==> src/sv/bmz_pkg.sv <==
// Shared constants for the bitmap row horizontal zoom unit.
package bmz_pkg;

   // Fixed field widths.
   localparam int PIXEL_W    = 8;
   localparam int X_FACTOR_W = 5;
   localparam int ROW_BITS_W = 12;
   localparam int POSITION_W = 8;

   // Configuration port widths.
   localparam int CSR_INDEX_W = 4;
   localparam int CSR_DATA_W  = 16;

   // Configuration register indexes.
   localparam logic [CSR_INDEX_W-1:0] CSR_X_FACTOR = 4'd0;
   localparam logic [CSR_INDEX_W-1:0] CSR_ROW_BITS = 4'd1;

   // Register reset values.
   localparam logic [X_FACTOR_W-1:0] X_FACTOR_RESET = 5'd2;
   localparam logic [ROW_BITS_W-1:0] ROW_BITS_RESET = 12'd8;

   // Default limits for the top level parameters.
   localparam int DEF_MAX_FACTOR   = 16;
   localparam int DEF_MAX_ROW_BITS = 2048;

endpackage

==> src/sv/bmz_front.sv <==
// Front end: accepts source bytes, tracks the row position and sizes each run.
module bmz_front #(
   parameter int MAX_FACTOR   = bmz_pkg::DEF_MAX_FACTOR,
   parameter int MAX_ROW_BITS = bmz_pkg::DEF_MAX_ROW_BITS,
   localparam int FW = $clog2(MAX_FACTOR + 1)
) (
   input  logic                           clock,
   input  logic                           reset,
   input  logic                           req_valid,
   output logic                           req_stall,
   input  logic [bmz_pkg::PIXEL_W-1:0]    req_pixel_byte,
   input  logic [bmz_pkg::X_FACTOR_W-1:0] x_factor,
   input  logic [bmz_pkg::ROW_BITS_W-1:0] row_bits,
   output logic                           push_valid,
   input  logic                           push_ready,
   output logic [bmz_pkg::PIXEL_W-1:0]    push_pixel,
   output logic [FW-1:0]                  push_factor,
   output logic [FW-1:0]                  push_count,
   output logic                           push_row_end
);

   localparam int RBW = bmz_pkg::ROW_BITS_W;
   localparam int PW  = bmz_pkg::POSITION_W;

   logic [PW-1:0]  position_ff;
   logic [PW-1:0]  position_in;
   logic [FW-1:0]  factor;
   logic [RBW-1:0] row_eff;
   logic [RBW-2:0] row_bytes;
   logic [RBW-2:0] next_index;
   logic [2:0]     partial;
   logic [FW+3:0]  partial_bits;
   logic           at_end;
   logic           accept;

   assign req_stall = !push_ready;
   assign accept    = req_valid && push_ready;

   always_comb begin
      if (x_factor == '0) begin
         factor = FW'(1);
      end else if (int'(x_factor) > MAX_FACTOR) begin
         factor = FW'(MAX_FACTOR);
      end else begin
         factor = FW'(x_factor);
      end

      if (row_bits == '0) begin
         row_eff = RBW'(1);
      end else if (int'(row_bits) > MAX_ROW_BITS) begin
         row_eff = RBW'(MAX_ROW_BITS);
      end else begin
         row_eff = row_bits;
      end
   end

   // Row length in bytes, rounded up.
   assign row_bytes  = (RBW-1)'(({1'b0, row_eff} + (RBW+1)'(7)) >> 3);
   assign next_index = (RBW-1)'(position_ff) + (RBW-1)'(1);
   assign at_end     = next_index >= row_bytes;
   assign partial    = row_eff[2:0];

   // A partial last byte keeps only the output bytes that hold row pixels.
   assign partial_bits = (FW+4)'(partial) * (FW+4)'(factor) + (FW+4)'(7);

   always_comb begin
      if (at_end && partial != 3'd0) begin
         push_count = FW'(partial_bits >> 3);
      end else begin
         push_count = factor;
      end
      position_in = position_ff;
      if (accept) begin
         position_in = at_end ? '0 : position_ff + PW'(1);
      end
   end

   assign push_valid   = req_valid;
   assign push_pixel   = req_pixel_byte;
   assign push_factor  = factor;
   assign push_row_end = at_end;

   always_ff @(posedge clock) begin
      if (reset) begin
         position_ff <= '0;
      end else begin
         position_ff <= position_in;
      end
   end

endmodule

==> src/sv/bmz_queue.sv <==
// Two-entry queue that decouples the front end from the byte generator.
module bmz_queue #(
   parameter int WIDTH = 8
) (
   input  logic             clock,
   input  logic             reset,
   input  logic             push_valid,
   output logic             push_ready,
   input  logic [WIDTH-1:0] push_data,
   output logic             pop_valid,
   input  logic             pop_ready,
   output logic [WIDTH-1:0] pop_data
);

   logic             head_valid_ff, head_valid_in;
   logic             tail_valid_ff, tail_valid_in;
   logic [WIDTH-1:0] head_ff, head_in;
   logic [WIDTH-1:0] tail_ff, tail_in;
   logic             push;
   logic             pop;

   assign push_ready = !tail_valid_ff;
   assign pop_valid  = head_valid_ff;
   assign pop_data   = head_ff;
   assign push       = push_valid && !tail_valid_ff;
   assign pop        = pop_ready && head_valid_ff;

   always_comb begin
      head_valid_in = head_valid_ff;
      tail_valid_in = tail_valid_ff;
      head_in       = head_ff;
      tail_in       = tail_ff;
      if (pop) begin
         if (tail_valid_ff) begin
            // Tail moves up; the tail slot empties, since no push is taken while the tail is full.
            head_in       = tail_ff;
            tail_in       = push_data;
            tail_valid_in = push;
         end else begin
            head_in       = push_data;
            head_valid_in = push;
         end
      end else if (push) begin
         if (head_valid_ff) begin
            tail_in       = push_data;
            tail_valid_in = 1'b1;
         end else begin
            head_in       = push_data;
            head_valid_in = 1'b1;
         end
      end
   end

   always_ff @(posedge clock) begin
      if (reset) begin
         head_valid_ff <= 1'b0;
         tail_valid_ff <= 1'b0;
      end else begin
         head_valid_ff <= head_valid_in;
         tail_valid_ff <= tail_valid_in;
      end
      head_ff <= head_in;
      tail_ff <= tail_in;
   end

endmodule

==> src/sv/bmz_back.sv <==
// Back end: expands one queued source byte into its run of zoomed bytes.
module bmz_back #(
   parameter int MAX_FACTOR = bmz_pkg::DEF_MAX_FACTOR,
   localparam int FW = $clog2(MAX_FACTOR + 1),
   localparam int RW = $clog2(MAX_FACTOR)
) (
   input  logic                        clock,
   input  logic                        reset,
   input  logic                        pop_valid,
   output logic                        pop_ready,
   input  logic [bmz_pkg::PIXEL_W-1:0] pop_pixel,
   input  logic [FW-1:0]               pop_factor,
   input  logic [FW-1:0]               pop_count,
   input  logic                        pop_row_end,
   output logic                        rsp_valid,
   input  logic                        rsp_stall,
   output logic [bmz_pkg::PIXEL_W-1:0] rsp_zoomed_byte,
   output logic                        rsp_last_of_run,
   output logic                        rsp_row_end
);

   localparam int PXW = bmz_pkg::PIXEL_W;

   logic           busy_ff, busy_in;
   logic [PXW-1:0] pixel_ff, pixel_in;
   logic [FW-1:0]  factor_ff, factor_in;
   logic [FW-1:0]  left_ff, left_in;
   logic           row_end_ff, row_end_in;
   logic [2:0]     src_bit_ff, src_bit_in;
   logic [RW-1:0]  rep_ff, rep_in;

   logic           out_valid_ff, out_valid_in;
   logic [PXW-1:0] out_byte_ff, out_byte_in;
   logic           out_last_ff, out_last_in;
   logic           out_row_end_ff, out_row_end_in;

   logic           out_free;
   logic           issue;
   logic           last;
   logic           take;
   logic [PXW-1:0] zoomed;
   logic [2:0]     src_bit_next;
   logic [RW-1:0]  rep_next;

   assign out_free  = !out_valid_ff || !rsp_stall;
   assign issue     = busy_ff && out_free;
   assign last      = left_ff == FW'(1);
   assign take      = pop_valid && (!busy_ff || (issue && last));
   assign pop_ready = take;

   // Walk eight magnified bits, most significant first. The walker holds the
   // current source bit and how many more repeats of it remain.
   always_comb begin
      logic [2:0]    sb;
      logic [RW-1:0] r;
      logic [RW-1:0] f_m1;
      sb   = src_bit_ff;
      r    = rep_ff;
      f_m1 = RW'(factor_ff - FW'(1));
      for (int k = PXW - 1; k >= 0; k--) begin
         zoomed[k] = pixel_ff[sb];
         if (r == '0) begin
            sb = sb - 3'd1;
            r  = f_m1;
         end else begin
            r = r - RW'(1);
         end
      end
      src_bit_next = sb;
      rep_next     = r;
   end

   always_comb begin
      busy_in    = busy_ff;
      pixel_in   = pixel_ff;
      factor_in  = factor_ff;
      left_in    = left_ff;
      row_end_in = row_end_ff;
      src_bit_in = src_bit_ff;
      rep_in     = rep_ff;
      if (take) begin
         busy_in    = 1'b1;
         pixel_in   = pop_pixel;
         factor_in  = pop_factor;
         left_in    = pop_count;
         row_end_in = pop_row_end;
         src_bit_in = 3'd7;
         rep_in     = RW'(pop_factor - FW'(1));
      end else if (issue) begin
         left_in    = left_ff - FW'(1);
         src_bit_in = src_bit_next;
         rep_in     = rep_next;
         if (last) begin
            busy_in = 1'b0;
         end
      end

      out_valid_in   = out_valid_ff;
      out_byte_in    = out_byte_ff;
      out_last_in    = out_last_ff;
      out_row_end_in = out_row_end_ff;
      if (out_free) begin
         out_valid_in = issue;
         if (issue) begin
            out_byte_in    = zoomed;
            out_last_in    = last;
            out_row_end_in = row_end_ff;
         end
      end
   end

   always_ff @(posedge clock) begin
      if (reset) begin
         busy_ff      <= 1'b0;
         out_valid_ff <= 1'b0;
      end else begin
         busy_ff      <= busy_in;
         out_valid_ff <= out_valid_in;
      end
      pixel_ff       <= pixel_in;
      factor_ff      <= factor_in;
      left_ff        <= left_in;
      row_end_ff     <= row_end_in;
      src_bit_ff     <= src_bit_in;
      rep_ff         <= rep_in;
      out_byte_ff    <= out_byte_in;
      out_last_ff    <= out_last_in;
      out_row_end_ff <= out_row_end_in;
   end

   assign rsp_valid       = out_valid_ff;
   assign rsp_zoomed_byte = out_byte_ff;
   assign rsp_last_of_run = out_last_ff;
   assign rsp_row_end     = out_row_end_ff;

endmodule

==> src/sv/bitmap_row_horizontal_zoom_unit.sv <==
// Top level of the bitmap row horizontal zoom unit.
// The first zoomed byte of an item passes through the queue, the byte generator's run registers
// and the output register before it is shown. The byte generator gives one zoomed byte per
// cycle while rsp_stall is low; an item has x_factor results for a full byte, up to 16 at the default limit.
// Reset clears the row position, the queue and the output register, and sets x_factor
// to 2 and row_bits to 8.
module bitmap_row_horizontal_zoom_unit #(
   parameter int MAX_FACTOR   = bmz_pkg::DEF_MAX_FACTOR,
   parameter int MAX_ROW_BITS = bmz_pkg::DEF_MAX_ROW_BITS
) (
   input  logic                             clock,
   input  logic                             reset,
   // Source bytes.
   input  logic                             req_valid,
   output logic                             req_stall,
   input  logic [bmz_pkg::PIXEL_W-1:0]      req_pixel_byte,
   // Zoomed bytes.
   output logic                             rsp_valid,
   input  logic                             rsp_stall,
   output logic [bmz_pkg::PIXEL_W-1:0]      rsp_zoomed_byte,
   output logic                             rsp_last_of_run,
   output logic                             rsp_row_end,
   // Configuration writes.
   input  logic                             csr_valid,
   output logic                             csr_ready,
   input  logic [bmz_pkg::CSR_INDEX_W-1:0]  csr_index,
   input  logic [bmz_pkg::CSR_DATA_W-1:0]   csr_data
);

   localparam int FW  = $clog2(MAX_FACTOR + 1);
   localparam int QW  = bmz_pkg::PIXEL_W + 2 * FW + 1;
   localparam int XW  = bmz_pkg::X_FACTOR_W;
   localparam int RBW = bmz_pkg::ROW_BITS_W;

   // Configuration registers. Writes to an unknown index are dropped.
   logic [XW-1:0]  x_factor_ff, x_factor_in;
   logic [RBW-1:0] row_bits_ff, row_bits_in;

   // Front end to queue.
   logic                        push_valid;
   logic                        push_ready;
   logic [bmz_pkg::PIXEL_W-1:0] push_pixel;
   logic [FW-1:0]               push_factor;
   logic [FW-1:0]               push_count;
   logic                        push_row_end;

   // Queue to back end.
   logic                        pop_valid;
   logic                        pop_ready;
   logic [QW-1:0]               pop_data;
   logic [bmz_pkg::PIXEL_W-1:0] pop_pixel;
   logic [FW-1:0]               pop_factor;
   logic [FW-1:0]               pop_count;
   logic                        pop_row_end;

   // The register file never holds off a write.
   assign csr_ready = 1'b1;

   always_comb begin
      x_factor_in = x_factor_ff;
      row_bits_in = row_bits_ff;
      if (csr_valid) begin
         if (csr_index == bmz_pkg::CSR_X_FACTOR) begin
            x_factor_in = csr_data[XW-1:0];
         end else if (csr_index == bmz_pkg::CSR_ROW_BITS) begin
            row_bits_in = csr_data[RBW-1:0];
         end
      end
   end

   always_ff @(posedge clock) begin
      if (reset) begin
         x_factor_ff <= bmz_pkg::X_FACTOR_RESET;
         row_bits_ff <= bmz_pkg::ROW_BITS_RESET;
      end else begin
         x_factor_ff <= x_factor_in;
         row_bits_ff <= row_bits_in;
      end
   end

   // The front end clamps the registers, works out whether this byte ends
   // the row and how many output bytes it produces, and advances the row
   // position. It finishes each item in the cycle it is accepted.
   bmz_front #(
      .MAX_FACTOR   (MAX_FACTOR),
      .MAX_ROW_BITS (MAX_ROW_BITS)
   ) u_front (
      .clock          (clock),
      .reset          (reset),
      .req_valid      (req_valid),
      .req_stall      (req_stall),
      .req_pixel_byte (req_pixel_byte),
      .x_factor       (x_factor_ff),
      .row_bits       (row_bits_ff),
      .push_valid     (push_valid),
      .push_ready     (push_ready),
      .push_pixel     (push_pixel),
      .push_factor    (push_factor),
      .push_count     (push_count),
      .push_row_end   (push_row_end)
   );

   // Sized runs wait here, so the front end keeps taking source bytes while
   // the back end is still emitting an earlier run.
   bmz_queue #(
      .WIDTH (QW)
   ) u_queue (
      .clock      (clock),
      .reset      (reset),
      .push_valid (push_valid),
      .push_ready (push_ready),
      .push_data  ({push_pixel, push_factor, push_count, push_row_end}),
      .pop_valid  (pop_valid),
      .pop_ready  (pop_ready),
      .pop_data   (pop_data)
   );

   assign {pop_pixel, pop_factor, pop_count, pop_row_end} = pop_data;

   // The back end produces one zoomed byte per cycle while rsp_stall does not hold
   // its output register, and loads the next run in the same cycle as the last byte
   // of the current one.
   bmz_back #(
      .MAX_FACTOR (MAX_FACTOR)
   ) u_back (
      .clock           (clock),
      .reset           (reset),
      .pop_valid       (pop_valid),
      .pop_ready       (pop_ready),
      .pop_pixel       (pop_pixel),
      .pop_factor      (pop_factor),
      .pop_count       (pop_count),
      .pop_row_end     (pop_row_end),
      .rsp_valid       (rsp_valid),
      .rsp_stall       (rsp_stall),
      .rsp_zoomed_byte (rsp_zoomed_byte),
      .rsp_last_of_run (rsp_last_of_run),
      .rsp_row_end     (rsp_row_end)
   );

endmodule
==> config.mk <==
export PLATFORM = sky130hd
export DESIGN_NAME = bitmap_row_horizontal_zoom_unit
export DESIGN_NICKNAME = d
export VERILOG_FILES = /design/src/sv/bmz_pkg.sv /design/src/sv/bmz_front.sv /design/src/sv/bmz_queue.sv /design/src/sv/bmz_back.sv /design/src/sv/bitmap_row_horizontal_zoom_unit.sv
export SDC_FILE = /design/constraint.sdc
export NUM_CORES = 1
export LEC_CHECK = 0
export ABC_CLOCK_PERIOD_IN_PS = 7250
export BUFFER_PORTS_ARGS = -buffer_cell sky130_fd_sc_hd__buf_2
export CAP_MARGIN = 20
export CORE_MARGIN = 8
export CORE_UTILIZATION = 54
export CTS_BUF_LIST = sky130_fd_sc_hd__clkbuf_8 sky130_fd_sc_hd__clkbuf_16
export DETAILED_ROUTE_END_ITERATION = 8
export PLACE_DENSITY = 0.72
export SETUP_SLACK_MARGIN = 0.1
export SYNTH_ARGS = -nofsm -noshare
export SYNTH_HDL_FRONTEND = slang
export SYNTH_SLANG_ARGS = --single-unit
==> constraint.sdc <==
create_clock -name clock -period 7.25 [get_ports clock]
set_clock_uncertainty 0.1 [all_clocks]
set_input_delay 0.725 -clock clock [delete_from_list [all_inputs] [get_ports clock]]
set_output_delay 0.725 -clock clock [all_outputs]
set_load 0.01 [all_outputs]
==> results of run 1 <==
==> worst max path at each step <==
stage	start	to	slack, ps	cells after the start
2_1_floorplan	u_back.factor_ff[0]	u_back.src_bit_ff[2]	820	24
3_3_place_gp	u_back.rep_ff[0]	u_back.src_bit_ff[2]	620	23
3_5_place_dp	u_back.rep_ff[0]	u_back.src_bit_ff[2]	360	23
4_1_cts	u_back.rep_ff[0]	u_back.src_bit_ff[2]	340	23
5_1_grt	u_back.rep_ff[0]	u_back.src_bit_ff[2]	120	24
6_report	u_back.rep_ff[0]	u_back.src_bit_ff[2]	520	24
==> registers in the layout, summed over array words and instances, names as in the netlist <==
register and cells:
u_back.rsp_zoomed_byte 8, u_back.pixel_ff 8, u_back.left_ff 5, u_queue.tail_valid_ff 1, u_front.position_ff 8, u_queue.pop_data 18, u_back.rsp_row_end 1, u_back.busy_ff 1
u_back.rsp_last_of_run 1, u_queue.tail_ff 18, u_queue.pop_valid 1, u_back.rep_ff 4, u_back.src_bit_ff 3, u_back.row_end_ff 1, u_back.factor_ff 4, x_factor_ff 5
row_bits_ff 12, u_back.rsp_valid 1
==> stage by stage <==
stage,cells,hold WS (ps)
6_report,875,319
5_1_grt,875,330
4_1_cts,874,324
3_5_place_dp,858,308
3_3_place_gp,857,302
2_1_floorplan,654,300
==> where the power goes <==
group          internal [mW]  switching (mW)  leakage [nW]
Sequential             0.750          0.0602         0.902
Combinational           1.42            1.52          2.08
Clock                  0.302           0.203         0.163
==> placed cells by master, fill, tap and decap left out, types with 20 or more instances in the layout <==
master    synthesis  layout
xnor2_1          20      20
nor2_1           54      54
mux2_2           25      25
nand2_1          44      44
mux2i_1          27      27
o21ai_0          21      20
inv_1            38      40
dfxtp_1          32      32
a21oi_1          37      36
buf_2             7      40
ha_1             36      35
edfxtp_1         68      68
==> cell type report <==
cell class	count	area, um2	area share
clock buffers	9	225	0.0297
clock inverters	7	90.1	0.0119
inverters	38	143	0.0188
multi-input cells	491	3910	0.514
flip-flops and latches	100	2680	0.353
well taps	172	215	0.0283
repair buffers	58	333	0.0438
==> routing by layer <==
metal  global-route usage  vias up  part of all wire
li1                     -     2540                 -
met1                0.222     2449              0.45
met2                0.318       86              0.51
met3               0.0319       21             0.027
met4               0.0698        0             0.018
met5                    0        -                 0
==> logic make-up (layout without fill, tap and decap cells) <==
logic type,count (synthesis),in the layout,synth area share
AO/OA/AOI/OAI,146,146,0.153
XOR/XNOR,42,42,0.0635
adder cells (fa/ha/maj),39,39,0.0746
buffers and inverters,63,112,0.0375
flip-flops,100,100,0.392
multiplexers,69,69,0.134
other,1,1,0.000548
AND/OR/NAND/NOR,194,194,0.144
==> repair_timing <==
action / CTS / global route
setup endpoints to repair: 0 / 1
endpoints found under the hold margin: 0 / 0
resized for setup: 0 / 2
hold buffers: 0 / 0
==> worst max-delay path, stage by stage, from the launching register on <==
cell,delay [ps]
edfxtp_1,510
inv_1,160
ha_2,300
or3b_1,570
nor2_1,200
a21oi_2,80
ha_1,320
mux2_2,310
ha_1,300
mux2_2,320
ha_1,320
mux2i_1,310
inv_1,80
ha_1,270
o21ai_0,70
a31oi_1,250
ha_1,280
mux2_2,290
ha_1,280
o21ai_0,70
a41oi_1,360
ha_1,210
nand4b_1,130
nor3b_1,180
a2111o_1,340
==> impl_metrics.tcl, run 1 <==
set metrics [dict create \
    postCtsSetupBuffers 0 \
    cp.required_ps 7380 \
    final_cell_area_um2 7590 \
    io_pins 46 \
    hold_path.class "reg2reg" \
    postRouteWirelength_mm 14.4 \
    synth-edff-count 68 \
    vias 5096 \
    synthCells 654 \
    antennaDiodeCount 0 \
    rsz0062_at_grt "no" \
    drc_errors 0 \
    ant_nets 0 \
    post_synth.cell_area_avg_um2 10.5 \
    slew_headroom 0.456 \
    core_area_um2 12500 \
    wire_per_inst_um 16.4 \
    layout.nets 770 \
    synth_top_area_cell "edfxtp_1" \
    synthArstFlopShare 0 \
    cts_htree_levels 3 \
    die_area_um2 16500 \
    fmax_mhz 148 \
    arrival_ps 6870 \
    viasPerCell 5.82 \
    worstMarginPinSlew_ps 813 \
    synth_cell_types 87 \
    reg2regPathDepth 24 \
    startpoint_type "flop" \
    synth_fp_nets 726 \
    place_congestion 0.878 \
    cts_tree "built" \
    drt_first_pass_iters 5 \
    total_power_mw 4.26 \
    rows 41 \
    setup_tns_ps 0 \
    path_class "reg2reg" \
    synth-main-ff-cell "edfxtp_1" \
    irDropWorstVdd_mv 0.348 \
    setup_viol 0 \
    cts_buffers 9 \
    powerDensity_nw_per_um2 561 \
    die_h_um 129 \
    synth-seq-area-share 0.392 \
    min_period_ps 6730 \
    grt_max_degree 30 \
    final_hold_viol_count 0 \
    clk_latency_ps 340 \
    grt_use_total 0.183 \
    worstHoldPathCells 0 \
    root_buffer "clkbuf_16" \
    status "finished, final reports clean" \
    dr.first_iter.drc_count 391 \
    synth.most_common_cell "edfxtp_1" \
    initial_core_util 0.546 \
    place_ws_ps 364 \
    clk_pin_slew_ps 70 \
    hp-start "u_queue.pop_data[11]" \
    crit_fanout 12 \
    ys_ff_latch 100 \
    syn_to_final_growth_pct 11.1 \
    yosysWarnings 0 \
    final_util 0.607 \
    grt_pass1_vias 5125 \
    netlist_area_um2 6840 \
    hpwl_mm 10.8 \
    synth_common_cells "edfxtp_1 (68), nor2_1 (54), nand2_1 (44)" \
    power_leakage_nw 3.14 \
    finalCritPeriodShare 0.929 \
    nFillCells 1078 \
    rr_endpoint "u_back.src_bit_ff[2]" \
    grt_overflow_total 0 \
    yosysTopAreaCellShare 0.299 \
    clockBufferDepth 2 \
    max-cap-violations 0 \
    die_w_um 129 \
    clock_sinks 100 \
    io_buffers 40 \
    worstSetupEndpointType "flop" \
    reg2reg_from "u_back.rep_ff[0]" \
    finalMaxSlewViolations 0 \
    antenna_found_initial 0 \
    rrSetupSlack_ps 520 \
    synth_area_leaders "edfxtp_1 (30%), dfxtp_1 (9.4%), ha_1 (6.6%), mux2_2 (4.1%), mux2i_1 (4.0%)" \
    min_to "u_back.pixel_ff[0]" \
    place_area_um2 7270 \
    setup_ws_ps 515 \
    drive_gt1_frac 0.186 \
    grt_pass1_wl_mm 24.6 \
]
No activity file was read; power rests on OpenSTA's default activity.
==> run 2: changes to the inputs <==
--- a/config.mk
+++ b/config.mk
@@ -5,14 +5,15 @@
 export SDC_FILE = /design/constraint.sdc
 export NUM_CORES = 1
 export LEC_CHECK = 0
-export ABC_CLOCK_PERIOD_IN_PS = 7250
+export ABC_AREA = 1
+export ABC_CLOCK_PERIOD_IN_PS = 5650
 export BUFFER_PORTS_ARGS = -buffer_cell sky130_fd_sc_hd__buf_2
 export CAP_MARGIN = 20
 export CORE_MARGIN = 8
 export CORE_UTILIZATION = 54
 export CTS_BUF_LIST = sky130_fd_sc_hd__clkbuf_8 sky130_fd_sc_hd__clkbuf_16
 export DETAILED_ROUTE_END_ITERATION = 8
-export PLACE_DENSITY = 0.72
+export PLACE_DENSITY = 0.75
 export SETUP_SLACK_MARGIN = 0.1
 export SYNTH_ARGS = -nofsm -noshare
 export SYNTH_HDL_FRONTEND = slang
==> constraint.sdc (replaced) <==
create_clock -name clock -period 5.65 [get_ports clock]
set_clock_uncertainty 0.1 [all_clocks]
set_input_delay 0.565 -clock clock [delete_from_list [all_inputs] [get_ports clock]]
set_output_delay 0.565 -clock clock [all_outputs]
set_load 0.01 [all_outputs]
==> run 2 against run 1 <==
Net effect: worst hold slack lost 18 ps; sequential cell count is the same; area after synthesis grew 0.24%; count of clock-buffer cells in the layout is the same; via count grew 14%; register-to-register slack is essentially flat; die area grew 0.20%; utilization grew 0.59 points; cell count grew 27%; sequential share of layout area shrank 0.29 points.
==> impl_metrics.tcl, run 2 <==
set metrics [dict create \
    post_synth.cell_area_avg_um2 7.74 \
    dr.max_layer_used "met4" \
    yosysWarnings 0 \
    core_area_um2 12500 \
    drive_gt1_frac 0.147 \
    io_buffers 40 \
    syn_to_final_growth_pct 11.9 \
    cp.required_ps 5850 \
    setup_tns_ps 0 \
    rows 41 \
    cts_htree_levels 3 \
    fmax_mhz 194 \
    grt_use_total 0.186 \
    nFillCells 1189 \
    drt_first_pass_iters 5 \
    antennaDiodeCount 0 \
    finalMaxSlewViolations 0 \
    finalCritPeriodShare 0.911 \
    grt_pass1_wl_mm 24.9 \
    synth-edff-count 68 \
    cts_tree "built" \
    synth.most_common_cell "nand2_1" \
    cp_common_cell "ha_1" \
    synth-seq-area-share 0.391 \
    synthCells 886 \
    worstSetupEndpointType "flop" \
    final_common_cell "nand2_1" \
    clk_latency_ps 350 \
    synth-main-ff-cell "edfxtp_1" \
    postRouteWirelength_mm 14.7 \
    drc_errors 0 \
    grt_pass1_vias 5401 \
    die_w_um 129 \
    dr.first_iter.drc_count 391 \
    synth_area_leaders "edfxtp_1 (30%), nand2_1 (13%), dfxtp_1 (9.3%), ha_1 (6.6%), inv_1 (5.9%)" \
    hpwl_mm 11.4 \
    clockBufferDepth 2 \
    initial_core_util 0.548 \
    die_h_um 129 \
    status "finished, final reports clean" \
    hold_path.class "in2reg" \
    path_class "reg2reg" \
    route.met2.wl_mm 7.20 \
    min_period_ps 5140 \
    clock_sinks 100 \
    wire_per_inst_um 13.2 \
    io_pins 46 \
    ctsHoldBuffers 0 \
    ant_nets 0 \
    clk_pin_slew_ps 80 \
    yosysTopAreaCellShare 0.298 \
    slowest_delay_ps 390 \
    antenna_found_initial 0 \
    startpoint_type "flop" \
    grt_overflow_total 0 \
    wl_met3_um 529 \
    synth_top_area_cell "edfxtp_1" \
    m1WireLength_mm 6.54 \
    synth_common_cells "nand2_1 (231), inv_1 (107), nand3_1 (70)" \
    netlist_area_um2 6860 \
    synth_fp_nets 958 \
    worstMarginPinSlew_ps 839 \
    setup_viol 0 \
    viasPerCell 5.22 \
    rsz0062_at_grt "no" \
    place_congestion 0.892 \
    die_area_um2 16600 \
    arrival_ps 5350 \
    cts_buffers 9 \
    vias 5822 \
    root_buffer "clkbuf_16" \
    synthArstFlopShare 0 \
    slew_headroom 0.437 \
    ys_ff_latch 100 \
    cp_slowest_cell "dfxtp_4" \
    mostFrequentLayoutCells "nand2_1 (229), inv_1 (106), nand3_1 (70)" \
    synth_cell_types 43 \
    max-cap-violations 0 \
    crit_fanout 8 \
    layout.nets 1010 \
    grt_max_degree 30 \
    final_hold_viol_count 0 \
]
==> run 2: logic make-up after synthesis <==
kind of cell | Yosys count | share of synthesized area
simple gates | 427 | 0.296
compound gates | 161 | 0.130
buf+inv | 133 | 0.0748
flops | 100 | 0.391
fa+ha+maj | 39 | 0.0745
xor+xnor | 20 | 0.0256
mux | 5 | 0.00730
other cells | 1 | 0.000547
==> run 2: area by class of cell <==
type | count | area [um2] | area share
timing repair buffer | 55 | 313 | 0.0408
tap | 172 | 215 | 0.0281
inverter | 119 | 449 | 0.0586
sequential | 100 | 2690 | 0.350
clock buffer | 9 | 225 | 0.0294
multi-input combinational | 653 | 3690 | 0.481
clock inverter | 7 | 87.6 | 0.0114
==> run 2: routing by layer <==
layer | vias to the layer above | track usage
met5 | - | 0
met4 | 0 | 0.0864
met3 | 27 | 0.0327
met2 | 113 | 0.323
met1 | 2612 | 0.220
li1 | 3070 | -
==> run 2: critical path, delay by kind of cell (launching register included) <==
family                   cells  cell delay [ps]
buffers and inverters        7              690
AO/OA/AOI/OAI                8             1260
AND/OR/NAND/NOR              3              220
adder cells (fa/ha/maj)      8             2450
flip-flops                   1              390
==> run 2: path summary, 6_finish.rpt <==
path	from	endpoint	slack, ps	cells after the start
worst max-delay path	u_back.src_bit_ff[0]	u_back.src_bit_ff[1]	510	26
worst min-delay path	req_pixel_byte[2]	u_queue.tail_ff[13]	300	1
worst max register to register	u_back.src_bit_ff[0]	u_back.src_bit_ff[1]	510	26
worst min register to register	u_queue.pop_data[17]	u_back.pixel_ff[6]	310	0
==> run 2: stage by stage <==
step           hold WS [ps]  std cells  setup slack [ps]  area [um2]  utilization
2_1_floorplan           300        886               111        6860            -
3_3_place_gp            302       1097               239        7300        0.584
3_5_place_dp            305       1097              83.6        7300        0.584
4_1_cts                 288       1113               116        7620        0.609
5_1_grt                 286       1115               145        7670        0.613
6_report                301       1115               505        7670        0.613
==> run 2: repair_timing <==
| item | 4_1_cts | 5_1_grt |
|---|---|---|
| setup endpoints to repair | 2 | 3 |
| gates resized for setup | 2 | 11 |
| pin swaps | 0 | 1 |
| setup buffers | 0 | 2 |
Power of run 2 is left out: the tool's default activity adds up to more than one toggle a clock period on the data nets, which glitch-free logic cannot reach.
==> run 3: changes to the inputs <==
--- a/config.mk
+++ b/config.mk
@@ -5,7 +5,6 @@
 export SDC_FILE = /design/constraint.sdc
 export NUM_CORES = 1
 export LEC_CHECK = 0
-export ABC_AREA = 1
 export ABC_CLOCK_PERIOD_IN_PS = 5650
 export BUFFER_PORTS_ARGS = -buffer_cell sky130_fd_sc_hd__buf_2
 export CAP_MARGIN = 20
==> run 3 against run 2 <==
Net effect: register-to-register slack lost 370 ps; utilization grew 3.7 points; sequential share of layout area down 2.0 points; first-iteration DRC count up 26%; final area is 6.0% higher; count of clock-buffer cells in the layout unchanged; via count shrank 7.7%; non-clock buffer count up 37; fmax fell by 6.7%; routed wire length grew 4.1%; global-route usage fell by 0.26 points; setup slack got worse by 370 ps.
==> impl_metrics.tcl, run 3 (same netlist as run 1, synthesis figures left out) <==
set metrics [dict create \
    core_area_um2 12500 \
    ant_nets 0 \
    die_h_um 129 \
    clock_sinks 100 \
    io_buffers 40 \
    max-cap-violations 0 \
    rr_endpoint "u_back.src_bit_ff[2]" \
    grt_max_degree 30 \
    drc_errors 0 \
    fmax_mhz 181 \
    critPathLaunch "u_back.factor_ff[0]" \
    die_w_um 129 \
    critPathTopFamily "compound AO/OA/AOI/OAI gates" \
    final_common_cell "edfxtp_1" \
    rows 41 \
    finalCritPeriodShare 0.976 \
    path_class "reg2reg" \
    status "finished, final reports clean" \
    final_hold_viol_count 0 \
    slowest_delay_ps 390 \
    layout.nets 804 \
    dr.first_iter.drc_count 493 \
    crit_fanout 8 \
    reg2regPathDepth 23 \
    clk_latency_ps 350 \
    path_cells "clkinvlp_4, ha_4, xnor2_4, buf_4, a31oi_1, a311o_1, a32o_1, a211oi_2, and3_4, mux2i_4, inv_1, ha_1, o21ai_1, a31oi_2, ha_1, mux2_4, ha_4, o21ai_2, a41oi_2, ha_2, nand4b_1, nor3b_2, a2111o_1" \
    setup_viol 0 \
    hpwl_mm 11.0 \
    cp.required_ps 5780 \
    final_cell_area_um2 8130 \
    worstSetupEndpointType "flop" \
    grt_use_total 0.184 \
    place_area_um2 7580 \
    clk_pin_slew_ps 70 \
    grt_pass1_wl_mm 24.5 \
    rrSetupSlack_ps 140 \
    slew_headroom 0.416 \
    cts_tree "built" \
    viasPerCell 5.91 \
    cp_slowest_cell "edfxtp_1" \
    hold_path.class "in2reg" \
    wire_per_inst_um 16.8 \
    path_depth 23 \
    antenna_found_initial 0 \
    startpoint_type "flop" \
    reg2reg_from "u_back.factor_ff[0]" \
    initial_core_util 0.546 \
    cts_buffers 9 \
    postRouteWirelength_mm 15.3 \
    drt_first_pass_iters 5 \
    syn_to_final_growth_pct 18.8 \
    grt_pass1_vias 5170 \
    drive_gt1_frac 0.265 \
    grt_overflow_total 0 \
    cts_htree_levels 3 \
    ctsHoldBuffers 0 \
    mostFrequentLayoutCells "edfxtp_1 (68), nor2_1 (53), buf_4 (50)" \
    endpoint "u_back.src_bit_ff[2]" \
    vias 5373 \
    root_buffer "clkbuf_16" \
    antennaDiodeCount 0 \
    rsz0062_at_grt "yes" \
    clockBufferDepth 2 \
    crit_buf_inv 3 \
    min_period_ps 5510 \
    worstMarginPinSlew_ps 874 \
    finalMaxSlewViolations 0 \
    die_area_um2 16500 \
    arrival_ps 5640 \
    io_pins 46 \
    place_congestion 0.919 \
]
## run 3: worst min path at each step
stage,slack (ps),cells after the start,startpoint,end
global route,300,1,req_pixel_byte[6],u_queue.tail_ff[17]
detailed placement,300,0,u_queue.pop_data[18],u_back.pixel_ff[7]
finish,310,1,req_pixel_byte[6],u_queue.tail_ff[17]
global placement,300,0,u_queue.pop_data[12],u_back.pixel_ff[1]
floorplan,300,0,u_queue.pop_data[11],u_back.pixel_ff[0]
CTS,290,1,req_pixel_byte[6],u_queue.tail_ff[17]
## run 3: timing repair
action,CTS,global route
buffers inserted,6,13
cloned,0,0
pin swaps,6,9
endpoints found under the setup margin,3,4
resized for setup,6,10
## run 3: routing by layer
layer	GRT usage	wire, um	vias to the layer above	share of wire
met5	0	0	-	0
met4	0.0525	336	0	0.022
met3	0.0418	631	39	0.041
met2	0.331	7750	165	0.51
met1	0.214	6570	2562	0.43
li1	-	-	2607	-
## run 3: per-stage QoR
| stage | hold slack (ps) | std cells | worst slack (ps) | TNS, ps | util |
|---|---|---|---|---|---|
| floorplan | 300 | 654 | -48.3 | -48.3 | - |
| global placement | 302 | 872 | 85.1 | 0 | 0.605 |
| detailed placement | 305 | 873 | -58.8 | -58.8 | 0.605 |
| CTS | 292 | 895 | 114 | 0 | 0.637 |
| global route | 297 | 909 | -82.3 | -82.3 | 0.649 |
| finish | 309 | 909 | 136 | 0 | 0.649 |
## run 3: final cells by class
cell class                 instances  area (um2)
fill                             971        4390
multi-input combinational        491        4170
sequential                       100        2680
timing repair buffer              92         596
clock buffer                       9         225
tap                              172         215
inverter                          38         146
clock inverter                     7        91.3
Power of run 3 is left out for the same reason.
